--- config.mk ---
export PLATFORM = sky130hd
export DESIGN_NAME = grce_ctrl
export DESIGN_NICKNAME = d
export VERILOG_FILES = /design/src/rtl/core/grce_pkg.sv /design/src/rtl/core/grce_ctrl.sv
export SDC_FILE = /design/constraint.sdc
export NUM_CORES = 1
export LEC_CHECK = 0
export BUFFER_PORTS_ARGS = -buffer_cell sky130_fd_sc_hd__buf_2
export CAP_MARGIN = 30
export CORE_AREA = 2 2 39 41
export CTS_BUF_LIST = sky130_fd_sc_hd__clkbuf_4
export DETAILED_ROUTE_END_ITERATION = 7
export DIE_AREA = 0 0 41 43
export GPL_ROUTABILITY_DRIVEN = 0
export GPL_TIMING_DRIVEN = 1
export PLACE_DENSITY_LB_ADDON = 0.25
export SLEW_MARGIN = 20
export SYNTH_ARGS = -nofsm -noshare
export SYNTH_HDL_FRONTEND = slang
export SYNTH_SLANG_ARGS = --single-unit
--- constraint.sdc ---
create_clock -name clk -period 4.43 [get_ports clk]
set_input_delay 0.2215 -clock clk [delete_from_list [all_inputs] [get_ports clk]]
set_output_delay 0.2215 -clock clk [all_outputs]
set_load 0.03 [all_outputs]
--- src/rtl/core/grce_pkg.sv ---
// Shared types and constants for the grid raycast column engine.
// No dependencies.
package grce_pkg;

	localparam int MAP_SIDE      = 64;
	localparam int MAP_W         = $clog2(MAP_SIDE);
	localparam int ADDR_W        = 2 * MAP_W;
	localparam int SCREEN_WIDTH  = 1024;
	localparam int SCREEN_HEIGHT = 512;
	localparam int TEX_SIZE      = 256;
	localparam int CAM_SCALE     = 131072 / SCREEN_WIDTH;
	localparam int HALF_W        = SCREEN_WIDTH / 2;
	localparam int HALF_H        = SCREEN_HEIGHT / 2;

	localparam int R_W      = 20;
	localparam int DIST_W   = 57;
	localparam int PERP_W   = 45;
	localparam int DIV_NW   = 33;
	localparam int DIV_DW   = 45;
	localparam int DIV_CW   = $clog2(DIV_NW);
	localparam int HGT_W    = 24;
	localparam int CNT_W    = 8;
	localparam int MAX_STEPS = 2 * MAP_SIDE + 2;

	localparam logic [DIST_W-1:0] DIST_INF  = DIST_W'(64'd1 << 48);
	localparam logic [PERP_W-1:0] PERP_MAX  = PERP_W'(64'd1 << 44);
	localparam logic [HGT_W-1:0]  HGT_MAX   = 24'hFFFFFF;
	localparam logic [23:0]       STEP_MAX  = 24'hFFFFFF;
	localparam logic [22:0]       START_MAX = 23'h7FFFFF;
	localparam logic [DIV_NW-1:0] NUM_RECIP = DIV_NW'(64'd1 << 32);
	localparam logic [DIV_NW-1:0] NUM_HGT   = DIV_NW'(64'(SCREEN_HEIGHT) * 64'd65536);
	localparam logic [DIV_NW-1:0] NUM_STEP  = DIV_NW'(64'(TEX_SIZE) * 64'd65536);

	localparam logic OP_WRITE = 1'b0;
	localparam logic OP_CAST  = 1'b1;
	localparam logic [1:0] KIND_OPEN = 2'd0;
	localparam logic [1:0] KIND_WALL = 2'd1;

	localparam int APB_AW = 4;
	localparam logic [1:0] REG_POS_X = 2'd0;
	localparam logic [1:0] REG_POS_Y = 2'd1;
	localparam logic [1:0] REG_DIR_X = 2'd2;
	localparam logic [1:0] REG_DIR_Y = 2'd3;

	typedef struct packed {
		logic       opcode;
		logic [5:0] cell_x;
		logic [5:0] cell_y;
		logic [1:0] cell_kind;
		logic [9:0] column;
	} cmd_item_t;

	typedef struct packed {
		logic        wall_hit;
		logic [1:0]  texture_id;
		logic [7:0]  tex_column;
		logic [8:0]  draw_start;
		logic [8:0]  draw_end;
		logic [23:0] tex_step;
		logic [22:0] tex_start;
	} res_item_t;

	typedef enum logic [1:0] {
		DIV_DX,
		DIV_DY,
		DIV_HGT,
		DIV_STEP
	} div_sel_t;

	typedef enum logic [4:0] {
		ST_CLEAR,
		ST_IDLE,
		ST_DX_GO,
		ST_DX_WAIT,
		ST_DY_GO,
		ST_DY_WAIT,
		ST_SIDE_X,
		ST_SIDE_Y,
		ST_STEP,
		ST_CHECK,
		ST_PERP,
		ST_H_GO,
		ST_H_WAIT,
		ST_HGT,
		ST_S_GO,
		ST_S_WAIT,
		ST_TEX,
		ST_FIN,
		ST_VOID
	} state_t;

	typedef struct packed {
		logic     take;
		logic     clr;
		logic     div_go;
		logic     div_ld;
		div_sel_t div_sel;
		logic     side_x;
		logic     side_y;
		logic     step;
		logic     perp;
		logic     hgt;
		logic     tex;
		logic     ld_wall;
		logic     ld_void;
	} dp_cmd_t;

	typedef struct packed {
		logic       clr_done;
		logic       cast_req;
		logic       div_done;
		logic       oog;
		logic [1:0] kind;
		logic       steps_done;
		logic       slot_free;
	} dp_sts_t;

endpackage

--- src/rtl/core/grce_ctrl.sv ---
// Sequencer for cell writes and column casts.
// Depends on grce_pkg; drives the datapath commands.
module grce_ctrl (
	input  logic               clk,
	input  logic               arst_n,
	input  grce_pkg::dp_sts_t  sts,
	output grce_pkg::dp_cmd_t  dpc
);
	import grce_pkg::*;

	state_t state_q, state_n;

	always_ff @(posedge clk or negedge arst_n) begin
		if (!arst_n)
			state_q <= ST_CLEAR;
		else
			state_q <= state_n;
	end

	always_comb begin
		state_n = state_q;
		case (state_q)
			ST_CLEAR:   if (sts.clr_done) state_n = ST_IDLE;
			ST_IDLE:    if (sts.cast_req) state_n = ST_DX_GO;
			ST_DX_GO:   state_n = ST_DX_WAIT;
			ST_DX_WAIT: if (sts.div_done) state_n = ST_DY_GO;
			ST_DY_GO:   state_n = ST_DY_WAIT;
			ST_DY_WAIT: if (sts.div_done) state_n = ST_SIDE_X;
			ST_SIDE_X:  state_n = ST_SIDE_Y;
			ST_SIDE_Y:  state_n = ST_STEP;
			ST_STEP:    state_n = ST_CHECK;
			ST_CHECK: begin
				if (sts.oog)
					state_n = ST_VOID;
				else if (sts.kind == KIND_WALL)
					state_n = ST_PERP;
				else if (sts.kind != KIND_OPEN || sts.steps_done)
					state_n = ST_VOID;
				else
					state_n = ST_STEP;
			end
			ST_PERP:    state_n = ST_H_GO;
			ST_H_GO:    state_n = ST_H_WAIT;
			ST_H_WAIT:  if (sts.div_done) state_n = ST_HGT;
			ST_HGT:     state_n = ST_S_GO;
			ST_S_GO:    state_n = ST_S_WAIT;
			ST_S_WAIT:  if (sts.div_done) state_n = ST_TEX;
			ST_TEX:     state_n = ST_FIN;
			ST_FIN:     if (sts.slot_free) state_n = ST_IDLE;
			ST_VOID:    if (sts.slot_free) state_n = ST_IDLE;
			default:    state_n = ST_CLEAR;
		endcase
	end

	always_comb begin
		dpc         = '0;
		dpc.div_sel = DIV_DX;
		case (state_q)
			ST_CLEAR:   dpc.clr = 1'b1;
			ST_IDLE:    dpc.take = 1'b1;
			ST_DX_GO:   dpc.div_go = 1'b1;
			ST_DX_WAIT: dpc.div_ld = 1'b1;
			ST_DY_GO: begin
				dpc.div_go  = 1'b1;
				dpc.div_sel = DIV_DY;
			end
			ST_DY_WAIT: begin
				dpc.div_ld  = 1'b1;
				dpc.div_sel = DIV_DY;
			end
			ST_SIDE_X:  dpc.side_x = 1'b1;
			ST_SIDE_Y:  dpc.side_y = 1'b1;
			ST_STEP:    dpc.step = 1'b1;
			ST_PERP:    dpc.perp = 1'b1;
			ST_H_GO: begin
				dpc.div_go  = 1'b1;
				dpc.div_sel = DIV_HGT;
			end
			ST_HGT:     dpc.hgt = 1'b1;
			ST_S_GO: begin
				dpc.div_go  = 1'b1;
				dpc.div_sel = DIV_STEP;
			end
			ST_TEX:     dpc.tex = 1'b1;
			ST_FIN:     dpc.ld_wall = sts.slot_free;
			ST_VOID:    dpc.ld_void = sts.slot_free;
			default:    dpc.div_sel = DIV_DX;
		endcase
	end
endmodule

* After elaboration in Yosys (flattened, before gate mapping) *
Cells that the tools add are included.

storage, ports and cells
  flip-flop bits (word level) = 5

cells by class
  equal/unequal tests = 26
  mux-type cells = 24
  reductions and logical operators = 8

operator list
  operator                                               number
  one-hot mux 5 bit (18 select lines)                    1
  two-way mux 5 bit                                      10
  equality test 5 x 4 -> 1 bit, second input constant    8
  equality test 5 x 3 -> 1 bit, second input constant    4
  equality test 5 bit, second input constant             3
  two-way mux 1 bit                                      12
  inequality test 2 bit, second input constant           6
  equality test 5 x 2 -> 1 bit, second input constant    2
  AND reduction 7 bit                                    1
  one-hot mux 2 bit (3 select lines)                     1
  OR reduction 2 bit                                     3
  equality test 5 x 1 -> 1 bit, second input constant    1
  logical NOT 5 bit                                      1
  OR reduction 4 bit                                     1
  equality test 2 x 1 -> 1 bit, second input constant    1
  inequality test 2 x 1 -> 1 bit, second input constant  1
  nonzero test 2 bit                                     1
  logical OR 1 bit                                       1

* Logic depth before layout (Yosys ltp) *
Gate-level depths: netlist (run 1).

  word-level depth = 6
  mapped depth = 6
  gate-level depth less buffers = 5

* Worst setup path after synthesis (run 1) *
No wires, ideal clock.

  path type = reg2out
  start point = register state_q[0]
  end point = output dpc[8] (netlist bit)
  required time = 4.208 ns
  slack = 1.955 ns
  buffers on the path = 1
  data arrival time = 2.254 ns
  stages on the path, launching flop included = 5
  cells stage by stage = dfrtp_1 -> buf_2 -> inv_2 -> nand2_1 -> a2111oi_0

RTL lines
  what                    RTL line         RTL
  from (decl)             grce_ctrl.sv:11  state_t state_q, state_n;
  from (signal assigned)  grce_ctrl.sv:17  state_q <= state_n;
  to (decl)               grce_ctrl.sv:7   output grce_pkg::dp_cmd_t dpc

==> out/results.ini, run 1 <==
[outcome]
status = finished clean

[synth]
async_reset_ff_share_pct = 100.0
syn_area_um2 = 625.6
synthSimpleGateAreaFrac_pct = 39.20
synth-compound-area-share_pct = 22.20
synthFlopType = dfrtp_1
synth-xor-area-share_pct = 4.200
yosys_warnings = 0
syn_inst = 81
synth_top_family_by_area = simple AND/OR/NAND/NOR gates
synth_edf_count = 0
synth.distinct_cells = 39
syn_avg_cell_area_um2 = 7.723
muxShareOfSynthArea_pct = 5.000
ys_seq_area_share_pct = 20.00
synthAdderAreaFrac_pct = 0
ys_ff_latch = 5
synth_nets = 91

[clock_tree]
cts_htree_levels = 1
cts.sinks = 5
cts_tree = done
clock_path_buffers = 2
clkLatencyLatePin_ns = 0.24
cts-buffers-inserted = 3
root_buffer = clkbuf_4
cts.clk_slew.worst_paths_ns = 0.04
cts_resized = 0

[critical_path]
reg2reg_slack_ns = 2.50
path_class = register to primary output
cp-end-kind = primary output
worstPathRequired_ns = 4.21
r2r-start = state_q[1]$_DFFE_PN0P_
reg2regPathDepth = 5
start_kind = register
crit_fanout = 18
reg2reg_to = state_q[0]$_DFFE_PN0P_
cp.arrival_ns = 1.93

[pwr]
p_leak_nw = 0.3750
power_mw = 0.5852
peakVddDrop_mv = 0.3268
powerDensity_nw_per_um2 = 776.9

[timing]
finClkSkew_ns = 0.002238
period_needed_ns = 2.154
slew_viol_final = 0
rsz0062_at_grt = no
worst_pin_slew_ns = 0.5955
slew_headroom_pct = 60.30
setup_viol = 0
period_share_pct = 48.62
hold_violations = 0
fin_tns_setup_ns = 0
clock.fmax_mhz = 464.3

[placed_design]
dp_hpwl_mm = 1.110
placed_cell_area_um2 = 713.2
portBuffers = 23

[die]
fp.dieH_um = 43
initial_core_util_pct = 45.21
die_area_um2 = 1763
die_w_um = 41
rows = 14
core-area_um2 = 1384
num_io_pins = 24

[min_path]
whs_path_depth = 3
worstHoldPathType = input pin to register
holdPathEnd = state_q[3]$_DFFE_PN0P_
hold_start = sts[5]

[detailed_routing]
wl_per_cell_um = 12.97
drtIter0Drc = 16
drc = 0
viasPerCell = 5.812
drt_wl_total_mm = 1.517
first_pass_iters = 4
ant_nets = 0
num_vias = 680

[finish]
largest_reg_flops = 5
num_antenna_cells = 0
n_fill_cell = 142
reg_top3 = state_q x5
area_growth_pct = 20.40
drive_above_1_share_pct = 35.64
fin_nets = 112
max_flop_register = state_q
stdcell_area_um2 = 753.2

[flow_run]
maxCapViolCount = 0

[global_route]
grt_max_degree = 19
grt_pass1_wl_mm = 2.559
grt_usage_pct = 20.26
antenna_found_initial = 0
grt_pass1_vias = 583
overflow = 0

[how the worst max path moves through the flow]
stage / start / endpoint
2_1_floorplan: state_q[0]$_DFFE_PN0P_ / dpc[8]
3_3_place_gp: state_q[1]$_DFFE_PN0P_ / dpc[11]
3_5_place_dp: state_q[1]$_DFFE_PN0P_ / state_q[3]$_DFFE_PN0P_
4_1_cts: state_q[1]$_DFFE_PN0P_ / dpc[11]
5_1_grt: state_q[1]$_DFFE_PN0P_ / dpc[11]
6_report: state_q[1]$_DFFE_PN0P_ / dpc[11]
[logic make-up (layout without fill, tap and decap cells)]
| group | count (synthesis) | count (layout) |
|---|---|---|
| multiplexers | 3 | 3 |
| AND/OR/NAND/NOR | 42 | 42 |
| XOR/XNOR | 3 | 3 |
| flip-flops | 5 | 5 |
| AO/OA/AOI/OAI | 17 | 17 |
| buffers and inverters | 11 | 31 |
[cell usage after synthesis (2+ instances only)]
| cell | n | area (um^2) |
|---|---|---|
| or2_2 | 2 | 12.51 |
| nor3_1 | 6 | 30.03 |
| a21oi_1 | 2 | 10.01 |
| mux2i_1 | 2 | 20.02 |
| o21ai_0 | 3 | 15.01 |
| xor2_1 | 2 | 17.52 |
| clkbuf_1 | 3 | 11.26 |
| nor4_1 | 5 | 31.28 |
| buf_6 | 2 | 22.52 |
| nand2_1 | 7 | 26.28 |
| dfrtp_1 | 5 | 125.1 |
| nor2_1 | 6 | 22.52 |
| nor2b_1 | 2 | 12.51 |
| nand3_1 | 2 | 10.01 |
| inv_1 | 2 | 7.510 |
| and3_1 | 4 | 25.02 |
| a22oi_1 | 2 | 15.01 |
| o31ai_2 | 2 | 25.02 |
| buf_2 | 2 | 10.01 |
[through the flow]
stage	utilization [%]	setup slack, ns	hold WS (ns)	instances
final	54.43	2.276	0.3124	117
after floorplan	-	1.955	-0.07409	81
after detailed placement	51.54	2.548	0.04134	112
after CTS	54.43	2.271	0.3027	117
after global placement	51.54	2.544	0.03643	112
after global routing	54.43	2.125	0.3133	117
[critical path, stage by stage, from the launching register on]
cell and delay [ns]:
dfrtp_1 0.71, and2b_1 0.28, nor3_1 0.17, a21oi_1 0.06
o22a_1 0.19, nor2_1 0.08, buf_2 0.21
[cell type report]
class                      count  area (um^2)  share of cell area [%]
tap                           16        20.02                   2.658
timing repair buffer          24        125.1                   16.61
clock buffer                   4        30.03                   3.987
sequential                     5        125.1                   16.61
multi-input combinational     65        441.7                   58.64
inverter                       3        11.26                   1.495
[where the power goes]
part	internal [mW]	switching, mW	total (mW)
logic	0.158	0.223	0.381
clock network	0.0401	0.0181	0.0583
registers	0.0643	0.0818	0.146
[placed cells by master (no fill, tap or decap), drive strengths merged, types with 2 or more instances in the layout]
cell type	count
a21oi	2
a22oi	2
and3	4
buf	23
clkbuf	4
dfrtp	5
inv	3
mux2i	2
nand2	7
nand3	2
nor2	6
nor2b	3
nor3	6
nor4	5
o21ai	3
o31ai	2
o41ai	2
or2	2
xor2	2
[metal layers]
metal | vias to the layer above | part of all wire, % | track usage, %
met5 | - | 0 | 0
met4 | 0 | 0 | 8.000
met1 | 329 | 48 | 29.81
met3 | 0 | 3.2 | 1.571
li1 | 338 | - | -
met2 | 13 | 49 | 29.38
[what timing repair did]
item / in CTS / in global routing
hold buffers: 1 / 0
buffers inserted: 0 / 0
endpoints found under the setup margin: 0 / 0
hold endpoints to repair: 5 / 0
Note: power is estimated with default switching activity, not from simulation.
==> run 2, diff against run 1 <==
- ABC_AREA: default -> 1
- CORE_AREA: 2 2 39 41 -> default
- CORE_UTILIZATION: default -> 46
- DIE_AREA: 0 0 41 43 -> default
- clock period: 4.43 -> 1.85 ns (I/O delays scaled with it)
==> out/results.ini, run 2 <==
[global_route]
antenna_found_initial = 0  ; unchanged
grt_usage_pct = 25.18  ; +4.9 points
grt_pass1_wl_mm = 3.394  ; +33%
grt_max_degree = 9  ; -10
overflow = 0  ; unchanged
grt_pass1_vias = 835  ; +43%

[timing]
hold_violations = 0  ; unchanged
slew_headroom_pct = 79.75  ; +19 points
slew_viol_final = 0  ; unchanged
worst_pin_slew_ns = 0.3034  ; -0.2921 ns
setup_viol = 0  ; unchanged
fin_tns_setup_ns = 0  ; unchanged
rsz0062_at_grt = no
finClkSkew_ns = 0.007927  ; +0.005690 ns
period_share_pct = 90.25
period_needed_ns = 1.670
worst_slack_ns = 0.1804  ; -2.096 ns
clock.fmax_mhz = 599.0

[finish]
final_cell_mix = 43 x nand2_1, 23 x buf_2, 19 x nor2_1
num_antenna_cells = 0  ; unchanged
largest_reg_flops = 5  ; unchanged
drive_above_1_share_pct = 37.89  ; +2.2 points
final_core_util_pct = 65.02  ; +11 points
final_common_cell = nand2_1
max_flop_register = state_q
reg_top3 = state_q x5
fin_nets = 172  ; +54%
stdcell_area_um2 = 888.4  ; +18%
area_growth_pct = 24.34

[pwr]
peakVddDrop_mv = 0.8257  ; +150%
power_mw = 1.370  ; +130%
powerDensity_nw_per_um2 = 1542  ; +98%
p_leak_nw = 0.6104  ; +63%

[detailed_routing]
drc = 0  ; unchanged
drt_wl_total_mm = 1.949  ; +28%
num_vias = 902  ; +33%
viasPerCell = 5.125  ; -12%
drtIter0Drc = 31  ; +15
ant_nets = 0  ; unchanged
wl_per_cell_um = 11.07  ; -15%
first_pass_iters = 4  ; unchanged

[synth]
synth_top_cell_by_area = nand2_1
syn_area_um2 = 714.4  ; +14%
synth.distinct_cells = 18  ; -54%
synthFlopType = dfrtp_1
synth_nets = 143  ; +57%
ys_ff_latch = 5  ; unchanged
synth.most_common_cell = nand2_1
async_reset_ff_share_pct = 100.0  ; unchanged
synth_top_area_share_pct = 22.59  ; +2.6 points
synth_edf_count = 0  ; unchanged
yosys_warnings = 0  ; unchanged
ys_top_cells_by_count = 43 x nand2_1, 19 x nor2_1, 15 x inv_1
syn_inst = 133  ; +64%
synth.area.top_cells = nand2_1 23%, dfrtp_1 18%, nor2_1 10%
syn_avg_cell_area_um2 = 5.372  ; -30%
ys_seq_area_share_pct = 17.51  ; -2.5 points

[flow_run]
maxCapViolCount = 0  ; unchanged

[critical_path]
path_class = register to primary output
startpoint = state_q[4]$_DFFE_PN0P_
start_kind = register
r2r-start = state_q[1]$_DFFE_PN0P_
cp.arrival_ns = 1.58  ; -0.35 ns
cp-end-kind = primary output
reg2regPathDepth = 9  ; +4
worstPathRequired_ns = 1.76  ; -2.45 ns
crit_fanout = 8  ; -10

[clock_tree]
cts_resized = 0  ; unchanged
root_buffer = clkbuf_4
cts_htree_levels = 1  ; unchanged
cts.sinks = 5  ; unchanged
clkLatencyLatePin_ns = 0.26  ; +0.02 ns
cts_setup_buffers = 0  ; unchanged
cts_tree = done
clock_path_buffers = 2  ; unchanged
hold_buffers = 1  ; unchanged
cts-buffers-inserted = 3  ; unchanged
cts.clk_slew.worst_paths_ns = 0.05  ; about the same

[die]
rows = 13  ; -1
initial_core_util_pct = 52.29  ; +7.1 points
num_io_pins = 24  ; unchanged
fp.dieH_um = 41.41  ; -3.7%
die_w_um = 41.41  ; +1.0%
die_area_um2 = 1715  ; -2.7%
core-area_um2 = 1366  ; -1.3%

[outcome]
status = finished clean

[placed_design]
dp_hpwl_mm = 1.596  ; +44%
pre_cts_slack_ns = 0.4449  ; -2.103 ns
portBuffers = 23  ; unchanged
placed_cell_area_um2 = 848.3  ; +19%

[min_path]
worstHoldPathType = input pin to async pin

[run 2: layer usage]
layer / track usage, % / up-vias / share of wire (%)
met5: 0 / - / 0
met4: 13.55 / 0 / 2.9
met3: 6.087 / 8 / 5.7
met2: 40.31 / 36 / 47
met1: 30.83 / 397 / 44
li1: - / 461 / -
[run 2: final timing paths]
| check | endpoint | slack, ns |
|---|---|---|
| setup reg to reg | state_q[1]$_DFFE_PN0P_ | 0.40 |
| min in group clk | state_q[4]$_DFFE_PN0P_ | 0.18 |
| max in group asynchronous | state_q[0]$_DFFE_PN0P_ | 1.53 |
| hold / removal | state_q[4]$_DFFE_PN0P_ | 0.18 |
| hold reg to reg | state_q[0]$_DFFE_PN0P_ | 0.63 |
| setup / recovery | dpc[10] | 0.18 |
[run 2: report_power, final]
group	total, mW	internal [mW]	switching (mW)
Sequential	0.235	0.152	0.0827
Clock	0.152	0.0968	0.0548
Combinational	0.983	0.288	0.695
Total	1.37	0.537	0.833
[run 2: area by class of cell]
cell class / count / area (um^2)
multi-input combinational: 102 / 491.7
fill: 135 / 478.0
sequential: 5 / 125.1
timing repair buffer: 24 / 125.1
inverter: 26 / 97.59
clock buffer: 4 / 30.03
tap: 15 / 18.77
[run 2: stage by stage]
| stage | std cells | hold WS [ns] |
|---|---|---|
| after floorplan | 133 | -0.2031 |
| after global placement | 171 | -0.08991 |
| after detailed placement | 171 | -0.08417 |
| after CTS | 176 | 0.1676 |
| after global routing | 176 | 0.1790 |
| final | 176 | 0.1752 |
[run 2: logic make-up (layout without fill, tap and decap cells)]
kind of cell / count (synthesis) / in the layout / synth area share (%)
buf+inv: 26 / 54 / 13.66
compound gates: 7 / 7 / 7.180
simple gates: 95 / 95 / 61.64
flops: 5 / 5 / 17.51
[run 2: worst max-delay path, cell delays in order, from the launching register on]
cell,delay [ns]
dfrtp_1,0.42
inv_2,0.16
nand2_2,0.06
nor2_2,0.20
inv_1,0.12
o22ai_1,0.15
buf_2,0.21
